<file path="config.mk">
export PLATFORM = sky130hd
export DESIGN_NAME = url_percent_decoder
export DESIGN_NICKNAME = d
export VERILOG_FILES = /design/src/design/upd_pkg.sv /design/src/design/upd_front.sv /design/src/design/upd_queue.sv /design/src/design/upd_back.sv /design/src/design/url_percent_decoder.sv
export SDC_FILE = /design/constraint.sdc
export NUM_CORES = 1
export LEC_CHECK = 0
export BUFFER_PORTS_ARGS = -buffer_cell sky130_fd_sc_hd__buf_2
export CORE_ASPECT_RATIO = 1.1
export CORE_MARGIN = 2
export CORE_UTILIZATION = 30
export DETAILED_ROUTE_END_ITERATION = 6
export SYNTH_ARGS = -nofsm -noshare
export SYNTH_HDL_FRONTEND = slang
export SYNTH_SLANG_ARGS = --single-unit
</file>
<file path="constraint.sdc">
create_clock -name aclk -period 12.74 [get_ports aclk]
set_clock_uncertainty 0.2 [all_clocks]
set_input_delay 2.548 -clock aclk [delete_from_list [all_inputs] [get_ports aclk]]
set_output_delay 2.548 -clock aclk [all_outputs]
set_load 0.005 [all_outputs]
</file>
<file path="src/design/upd_pkg.sv">
`default_nettype none
// ----------------------------------------------------------------------------
// upd_pkg: shared definitions for the URL percent decoder
// Holds the front-end state encoding, the queue entry layout and the
// hex digit helpers.
// ----------------------------------------------------------------------------
package upd_pkg;

    localparam logic [7:0] PCT_CHAR = 8'h25;
    localparam int unsigned MAX_RESULTS = 3;
    localparam int unsigned DEFAULT_FIFO_DEPTH = 4;
    localparam logic [7:0] DIGIT_RADIX = 8'd16;
    localparam logic [7:0] LETTER_BASE = 8'd10;

    // what the front end is holding between transactions
    typedef enum logic [1:0] {
        HELD_NONE  = 2'd0,
        HELD_PCT   = 2'd1,
        HELD_DIGIT = 2'd2
    } held_e_t;

    // one queue entry: up to three decoded bytes of one input transaction
    typedef struct packed {
        logic [1:0]                   cnt;   // number of valid bytes, 1..3
        logic [MAX_RESULTS-1:0][7:0]  data;  // data[0] goes out first
        logic                         last;  // final byte closes the string
    } upd_entry_t;

    function automatic logic is_hex(input logic [7:0] c);
        return (c >= 8'h30 && c <= 8'h39) ||
               (c >= 8'h61 && c <= 8'h66) ||
               (c >= 8'h41 && c <= 8'h46);
    endfunction

    function automatic logic [3:0] hex_value(input logic [7:0] c);
        logic [7:0] t;
        t = 8'd0;
        if (c >= 8'h30 && c <= 8'h39) begin
            t = c - 8'h30;
        end else if (c >= 8'h61 && c <= 8'h66) begin
            t = c - 8'h61 + LETTER_BASE;
        end else if (c >= 8'h41 && c <= 8'h46) begin
            t = c - 8'h41 + LETTER_BASE;
        end
        return t[3:0];
    endfunction

    // high digit times the radix plus the low digit
    function automatic logic [7:0] hex_pair(input logic [7:0] hi, input logic [7:0] lo);
        logic [11:0] prod;
        prod = {8'd0, hex_value(hi)} * {4'd0, DIGIT_RADIX};
        return prod[7:0] + {4'd0, hex_value(lo)};
    endfunction

endpackage : upd_pkg
`default_nettype wire

</file>
<file path="src/design/upd_front.sv">
`default_nettype none
// ----------------------------------------------------------------------------
// upd_front: escape tracking and classification
// Tracks a pending '%' and hex digit and turns each input transaction into
// one queue entry of up to three bytes, or none.
// ----------------------------------------------------------------------------
module upd_front (
    input  wire logic                 aclk,
    input  wire logic                 aresetn,
    input  wire logic                 in_fire,
    input  wire logic [7:0]           in_byte,
    input  wire logic                 in_last,
    output upd_pkg::upd_entry_t       push_entry,
    output logic                      push
);

    upd_pkg::held_e_t held_reg, held_next;
    logic [7:0]       digit_reg, digit_next;

    always_ff @(posedge aclk) begin
        if (!aresetn) begin
            held_reg  <= upd_pkg::HELD_NONE;
            digit_reg <= 8'd0;
        end else begin
            held_reg  <= held_next;
            digit_reg <= digit_next;
        end
    end

    // next state
    always_comb begin
        held_next  = held_reg;
        digit_next = digit_reg;
        if (in_fire) begin
            unique case (held_reg)
                upd_pkg::HELD_PCT: begin
                    if (upd_pkg::is_hex(in_byte)) begin
                        held_next  = upd_pkg::HELD_DIGIT;
                        digit_next = in_byte;
                    end else begin
                        held_next = (in_byte == upd_pkg::PCT_CHAR) ?
                                    upd_pkg::HELD_PCT : upd_pkg::HELD_NONE;
                    end
                end
                upd_pkg::HELD_DIGIT: begin
                    if (upd_pkg::is_hex(in_byte)) begin
                        held_next = upd_pkg::HELD_NONE;
                    end else begin
                        held_next = (in_byte == upd_pkg::PCT_CHAR) ?
                                    upd_pkg::HELD_PCT : upd_pkg::HELD_NONE;
                    end
                end
                default: begin
                    held_next = (in_byte == upd_pkg::PCT_CHAR) ?
                                upd_pkg::HELD_PCT : upd_pkg::HELD_NONE;
                end
            endcase
            if (in_last) begin
                held_next  = upd_pkg::HELD_NONE;
                digit_next = 8'd0;
            end
        end
    end

    // outputs: build the byte list for this transaction
    always_comb begin
        logic [1:0]       n;
        logic             fresh;
        upd_pkg::held_e_t mid;
        n     = 2'd0;
        fresh = 1'b0;
        mid   = upd_pkg::HELD_NONE;
        push_entry.data = '0;
        unique case (held_reg)
            upd_pkg::HELD_PCT: begin
                if (upd_pkg::is_hex(in_byte)) begin
                    mid = upd_pkg::HELD_DIGIT;
                end else begin
                    push_entry.data[n] = upd_pkg::PCT_CHAR;
                    n     = n + 2'd1;
                    fresh = 1'b1;
                end
            end
            upd_pkg::HELD_DIGIT: begin
                if (upd_pkg::is_hex(in_byte)) begin
                    push_entry.data[n] = upd_pkg::hex_pair(digit_reg, in_byte);
                    n = n + 2'd1;
                end else begin
                    push_entry.data[n] = upd_pkg::PCT_CHAR;
                    n = n + 2'd1;
                    push_entry.data[n] = digit_reg;
                    n     = n + 2'd1;
                    fresh = 1'b1;
                end
            end
            default: begin
                fresh = 1'b1;
            end
        endcase
        if (fresh) begin
            if (in_byte == upd_pkg::PCT_CHAR) begin
                mid = upd_pkg::HELD_PCT;
            end else begin
                push_entry.data[n] = in_byte;
                n = n + 2'd1;
            end
        end
        // flush whatever is still held at the end of the string
        if (in_last) begin
            if (mid != upd_pkg::HELD_NONE) begin
                push_entry.data[n] = upd_pkg::PCT_CHAR;
                n = n + 2'd1;
            end
            if (mid == upd_pkg::HELD_DIGIT) begin
                push_entry.data[n] = in_byte;
                n = n + 2'd1;
            end
        end
        push_entry.cnt  = n;
        push_entry.last = in_last;
        push            = in_fire && (n != 2'd0);
    end

endmodule : upd_front
`default_nettype wire

</file>
<file path="src/design/upd_queue.sv">
`default_nettype none
// ----------------------------------------------------------------------------
// upd_queue: entry queue between front and back
// Small circular buffer of decoded entries; push and pop may share a cycle.
// ----------------------------------------------------------------------------
module upd_queue #(
    parameter int unsigned DEPTH = upd_pkg::DEFAULT_FIFO_DEPTH
) (
    input  wire logic                 aclk,
    input  wire logic                 aresetn,
    input  wire logic                 push,
    input  upd_pkg::upd_entry_t       push_entry,
    output logic                      full,
    input  wire logic                 pop,
    output logic                      head_valid,
    output upd_pkg::upd_entry_t       head_entry
);

    localparam int unsigned PTR_W = (DEPTH > 1) ? $clog2(DEPTH) : 1;
    localparam int unsigned CNT_W = $clog2(DEPTH + 1);

    upd_pkg::upd_entry_t mem [DEPTH];
    logic [PTR_W-1:0]    wr_ptr_reg, wr_ptr_next;
    logic [PTR_W-1:0]    rd_ptr_reg, rd_ptr_next;
    logic [CNT_W-1:0]    count_reg, count_next;
    logic                do_push, do_pop;

    assign full       = (count_reg == CNT_W'(DEPTH));
    assign head_valid = (count_reg != '0);
    assign head_entry = mem[rd_ptr_reg];
    assign do_push    = push && !full;
    assign do_pop     = pop && head_valid;

    always_comb begin
        wr_ptr_next = wr_ptr_reg;
        rd_ptr_next = rd_ptr_reg;
        count_next  = count_reg;
        if (do_push) begin
            wr_ptr_next = (wr_ptr_reg == PTR_W'(DEPTH - 1)) ? '0 : wr_ptr_reg + PTR_W'(1);
        end
        if (do_pop) begin
            rd_ptr_next = (rd_ptr_reg == PTR_W'(DEPTH - 1)) ? '0 : rd_ptr_reg + PTR_W'(1);
        end
        if (do_push && !do_pop) begin
            count_next = count_reg + CNT_W'(1);
        end else if (do_pop && !do_push) begin
            count_next = count_reg - CNT_W'(1);
        end
    end

    always_ff @(posedge aclk) begin
        if (!aresetn) begin
            wr_ptr_reg <= '0;
            rd_ptr_reg <= '0;
            count_reg  <= '0;
        end else begin
            wr_ptr_reg <= wr_ptr_next;
            rd_ptr_reg <= rd_ptr_next;
            count_reg  <= count_next;
        end
    end

    always_ff @(posedge aclk) begin
        if (do_push) begin
            mem[wr_ptr_reg] <= push_entry;
        end
    end

endmodule : upd_queue
`default_nettype wire

</file>
<file path="src/design/upd_back.sv">
`default_nettype none
// ----------------------------------------------------------------------------
// upd_back: result sequencer
// Walks the bytes of the head entry one per result transaction and pops the
// entry after its final byte.
// ----------------------------------------------------------------------------
module upd_back (
    input  wire logic                 aclk,
    input  wire logic                 aresetn,
    input  wire logic                 head_valid,
    input  upd_pkg::upd_entry_t       head_entry,
    output logic                      pop,
    output logic                      m_valid,
    input  wire logic                 m_ready,
    output logic [7:0]                m_out_byte,
    output logic                      m_out_last
);

    logic [1:0] idx_reg, idx_next;
    logic       final_byte;
    logic       fire;

    assign final_byte = (idx_reg == head_entry.cnt - 2'd1);
    assign m_valid    = head_valid;
    assign m_out_byte = head_entry.data[idx_reg];
    assign m_out_last = head_entry.last && final_byte;
    assign fire       = m_valid && m_ready;
    assign pop        = fire && final_byte;

    always_comb begin
        idx_next = idx_reg;
        if (fire) begin
            idx_next = final_byte ? 2'd0 : idx_reg + 2'd1;
        end
    end

    always_ff @(posedge aclk) begin
        if (!aresetn) begin
            idx_reg <= 2'd0;
        end else begin
            idx_reg <= idx_next;
        end
    end

endmodule : upd_back
`default_nettype wire

</file>
<file path="src/design/url_percent_decoder.sv">
`default_nettype none
// ----------------------------------------------------------------------------
// url_percent_decoder: streaming URL percent decoder
// Decodes '%' plus two hex digits into one byte, passes other bytes through
// and flushes held escape bytes at the end of each string.
// ----------------------------------------------------------------------------
//
//  Channel | Direction | Handshake          | Payload
//  --------+-----------+--------------------+--------------------------------
//  s_      | in        | s_valid / s_ready  | s_in_byte[7:0], s_in_last
//  m_      | out       | m_valid / m_ready  | m_out_byte[7:0], m_out_last
//
// Cycles: one input transaction per cycle while the queue has room; results
//   leave one byte per cycle while m_ready is high, and the queue absorbs a
//   transaction yielding two or three bytes (failed escape or end of string
//   flush). Each result is registered in the queue before it is offered.
// Reset: aresetn low clears the escape state, the queue and the sequencer.
// Stalls: s_ready drops only while all FIFO_DEPTH queue entries are occupied.
//
module url_percent_decoder #(
    parameter int unsigned FIFO_DEPTH = upd_pkg::DEFAULT_FIFO_DEPTH
) (
    input  wire logic        aclk,
    input  wire logic        aresetn,
    input  wire logic        s_valid,
    output logic             s_ready,
    input  wire logic [7:0]  s_in_byte,
    input  wire logic        s_in_last,
    output logic             m_valid,
    input  wire logic        m_ready,
    output logic [7:0]       m_out_byte,
    output logic             m_out_last
);

    upd_pkg::upd_entry_t push_entry;
    upd_pkg::upd_entry_t head_entry;
    logic                push;
    logic                full;
    logic                pop;
    logic                head_valid;
    logic                in_fire;

    // accept whenever the queue has a free slot
    assign s_ready = !full;
    assign in_fire = s_valid && s_ready;

    // front: hold escape state and classify each byte
    upd_front u_front (
        .aclk       (aclk),
        .aresetn    (aresetn),
        .in_fire    (in_fire),
        .in_byte    (s_in_byte),
        .in_last    (s_in_last),
        .push_entry (push_entry),
        .push       (push)
    );

    // queue: decouple input acceptance from result delivery
    upd_queue #(
        .DEPTH (FIFO_DEPTH)
    ) u_queue (
        .aclk       (aclk),
        .aresetn    (aresetn),
        .push       (push),
        .push_entry (push_entry),
        .full       (full),
        .pop        (pop),
        .head_valid (head_valid),
        .head_entry (head_entry)
    );

    // back: advance through the head entry one byte per transaction
    upd_back u_back (
        .aclk       (aclk),
        .aresetn    (aresetn),
        .head_valid (head_valid),
        .head_entry (head_entry),
        .pop        (pop),
        .m_valid    (m_valid),
        .m_ready    (m_ready),
        .m_out_byte (m_out_byte),
        .m_out_last (m_out_last)
    );

endmodule : url_percent_decoder
`default_nettype wire

</file>
==> results.toml <==
[status]
status = "finished clean"

[worst_setup_path]
cp.arrival_ns = 7.76
worstPathRequired_ns = 12.89
reg2reg_slack_ns = 8.29
crit_fanout = 15
startpoint_type = "input port"
end_kind = "flip-flop"
critical_path_class = "in2reg"

[global_routing]
gr-total-overflow = 0
grt_pass1_vias = 4027
grt_max_degree = 28
antenna_found_initial = 0
grt_pass1_wl_um = 22300
track_usage = 0.135

[clocking]
cts_tree = "yes"
h-tree-depth = 4
postCtsSetupRepairBufs = 0
hold_buffers = 0
cts-resized-gates = 0
cts_root_buf = "clkbuf_16"
clock_path_buffers = 2
cts.sinks = 129
numCtsBuffers = 17
cts.clk_slew.worst_paths_ns = 0.06
clk_latency_ns = 0.41

[synthesis]
ys_top_cells_by_count = "edfxtp_1 (108), inv_1 (30), nand2_1 (29)"
synth_top_area_cell = "edfxtp_1"
synth_seq_cells = 129
synth_fa_ha_area_frac = 0.0472
syn_nets = 480
synth_mux_area_frac = 0.120
synth_most_common_cell = "edfxtp_1"
synth-xor-area-share = 0.0140
synth_edf_count = 108
yosysWarnings = 0
synth_top_family_by_area = "multiplexers"
ys_seq_area_frac = 0.586
synth-simple-area-share = 0.0820
synth_top_area_frac = 0.518
synthArstFlopShare = 0
syn_area_per_cell_um2 = 14.1
synth_compound_area_frac = 0.117
synthCells = 444
synth_area_leaders = "edfxtp_1 (52%), mux4_2 (9.7%), dfxtp_1 (6.7%), ha_1 (4.4%), mux2i_1 (2.2%)"
synthFlopType = "edfxtp_1"
syn_area_um2 = 6260
ys_types = 65

[timing]
min_period_ns = 7.62
setup-tns-final_ns = 0
setup_ws_ns = 5.12
fin_crit_sh = 0.598
timing.fmax_ghz = 0.131
max_slew_margin = 0.316
slew_viol_final = 0
rsz0062_at_grt = "false"
worst_pin_slew_ns = 1.03
setup_viol = 0
hold_viol = 0

[power]
pwr-share-clk = 0.393
power_frac_comb = 0.168
p_int_mw = 0.913
power_density_nw_per_um2 = 170
leakagePower_nw = 2.53
p_sw_frac = 0.257
power_frac_seq = 0.439
vdd_drop_max_uv = 94.0
p_sw_mw = 0.315

[cells_and_area]
drive_gt1_frac = 0.201
largest_register_ffs = 108
nets = 505
antenna_cells = 0
area_delta_synth_final_pct = 15.4

[routing]
drt-vias-per-instance = 5.20
routed-via-count = 3839
drtIter0Drc = 268
antenna_left = 0
firstDrtPassIters = 5
wl_per_cell_um = 18.8
wl_um = 13900
drc_errors = 0

[floorplanning]
core_region_area_um2 = 20500
chipHeight_um = 155
rows = 55
die_width_um = 142
start_util = 0.305
die-area_um2 = 22000
io_pins = 24

[place]
place_congestion = 0.869
dp_slack_ns = 4.68
hpwl_um = 9470
portBuffers = 23

[worst_hold_path]
hold_path.class = "reg2reg"

[run]
cap_viol_max_count = 0
-- metal layers --
layer | global-route usage | vias to the layer above | share of wire
li1 | - | 1766 | -
met1 | 0.162 | 1960 | 0.43
met2 | 0.232 | 81 | 0.51
met3 | 0.0280 | 32 | 0.031
met4 | 0.0633 | 0 | 0.030
met5 | 0 | - | 0
-- cells in the final DEF (no fill, tap or decap), types with 5 or more instances in the layout --
| master | n |
|---|---|
| edfxtp_1 | 108 |
| and2_1 | 8 |
| a21o_1 | 7 |
| nor2_1 | 19 |
| dfxtp_1 | 20 |
| ha_1 | 22 |
| a22oi_1 | 9 |
| buf_2 | 23 |
| mux2i_1 | 14 |
| o21a_1 | 6 |
| o22ai_1 | 10 |
| xnor2_1 | 9 |
| nor2b_1 | 13 |
| o21ai_0 | 8 |
| buf_4 | 5 |
| a21oi_1 | 8 |
| clkbuf_16 | 17 |
| mux4_2 | 27 |
| nand2_1 | 29 |
| or3_1 | 5 |
| inv_1 | 30 |
-- layout make-up --
| class | instances | area (um2) |
|---|---|---|
| flip-flops and latches | 129 | 3660 |
| inverters | 31 | 116 |
| multi-input cells | 262 | 2370 |
| repair buffers | 28 | 153 |
| well taps | 256 | 320 |
| clock inverters | 14 | 161 |
| clock buffers | 18 | 429 |
| fillers | 1950 | 13300 |
-- worst max-delay path: stages --
cell      delay (ns)
buf_2           0.18
inv_1           0.12
ha_1            0.22
or3b_1          0.40
o21a_1          0.22
a221oi_2        0.79
nand2_1         0.21
o21a_1          0.19
ha_1            0.29
o211a_1         0.13
a21o_1          0.17
inv_1           0.08
ha_1            0.24
nand2_1         0.13
o32a_1          0.25
o21ba_1         0.28
ha_1            0.24
inv_1           0.06
fa_1            0.37
xor2_1          0.17
or3_1           0.31
a21boi_0        0.15
-- kinds of logic (layout without fill, tap and decap cells) --
kind of cell	Yosys count	after routing
AND/OR/NAND/NOR	95	95
flip-flops	129	129
multiplexers	41	41
AO/OA/AOI/OAI	93	93
XOR/XNOR	10	10
adder cells (fa/ha/maj)	23	23
buffers and inverters	53	91
-- power by group through the flow --
| stage | Combinational [mW] | Clock [mW] | Sequential, mW |
|---|---|---|---|
| 2_1_floorplan | 0.162 | 0 | 0.524 |
| 3_3_place_gp | 0.208 | 0 | 0.547 |
| 3_5_place_dp | 0.211 | 0 | 0.550 |
| 4_1_cts | 0.212 | 0.493 | 0.541 |
| 5_1_grt | 0.230 | 0.512 | 0.547 |
| 6_report | 0.206 | 0.483 | 0.539 |
-- metrics by stage --
step	area, um2	power, mW	cells	util	hold slack [ns]
after floorplan	6260	0.686	444	-	0.258
after global placement	6630	0.755	706	0.323	0.267
after detailed placement	6630	0.761	706	0.323	0.276
after CTS	7220	1.25	738	0.352	0.284
after global routing	7220	1.29	738	0.352	0.317
final	7220	1.23	738	0.352	0.284
-- final timing paths --
| kind | from | to | cells after the start |
|---|---|---|---|
| worst max-delay path | s_in_byte[1] | u_queue.count_reg[2]$_SDFFE_PN0P_ | 22 |
| worst min-delay path | u_front.held_reg[0]$_SDFFE_PN0P_ | u_front.held_reg[0]$_SDFFE_PN0P_ | 2 |
| worst max register to register | u_front.held_reg[0]$_SDFFE_PN0P_ | u_queue.count_reg[2]$_SDFFE_PN0P_ | 18 |
| worst min register to register | u_front.held_reg[0]$_SDFFE_PN0P_ | u_front.held_reg[0]$_SDFFE_PN0P_ | 2 |
Power figures use the tool's default switching activity.
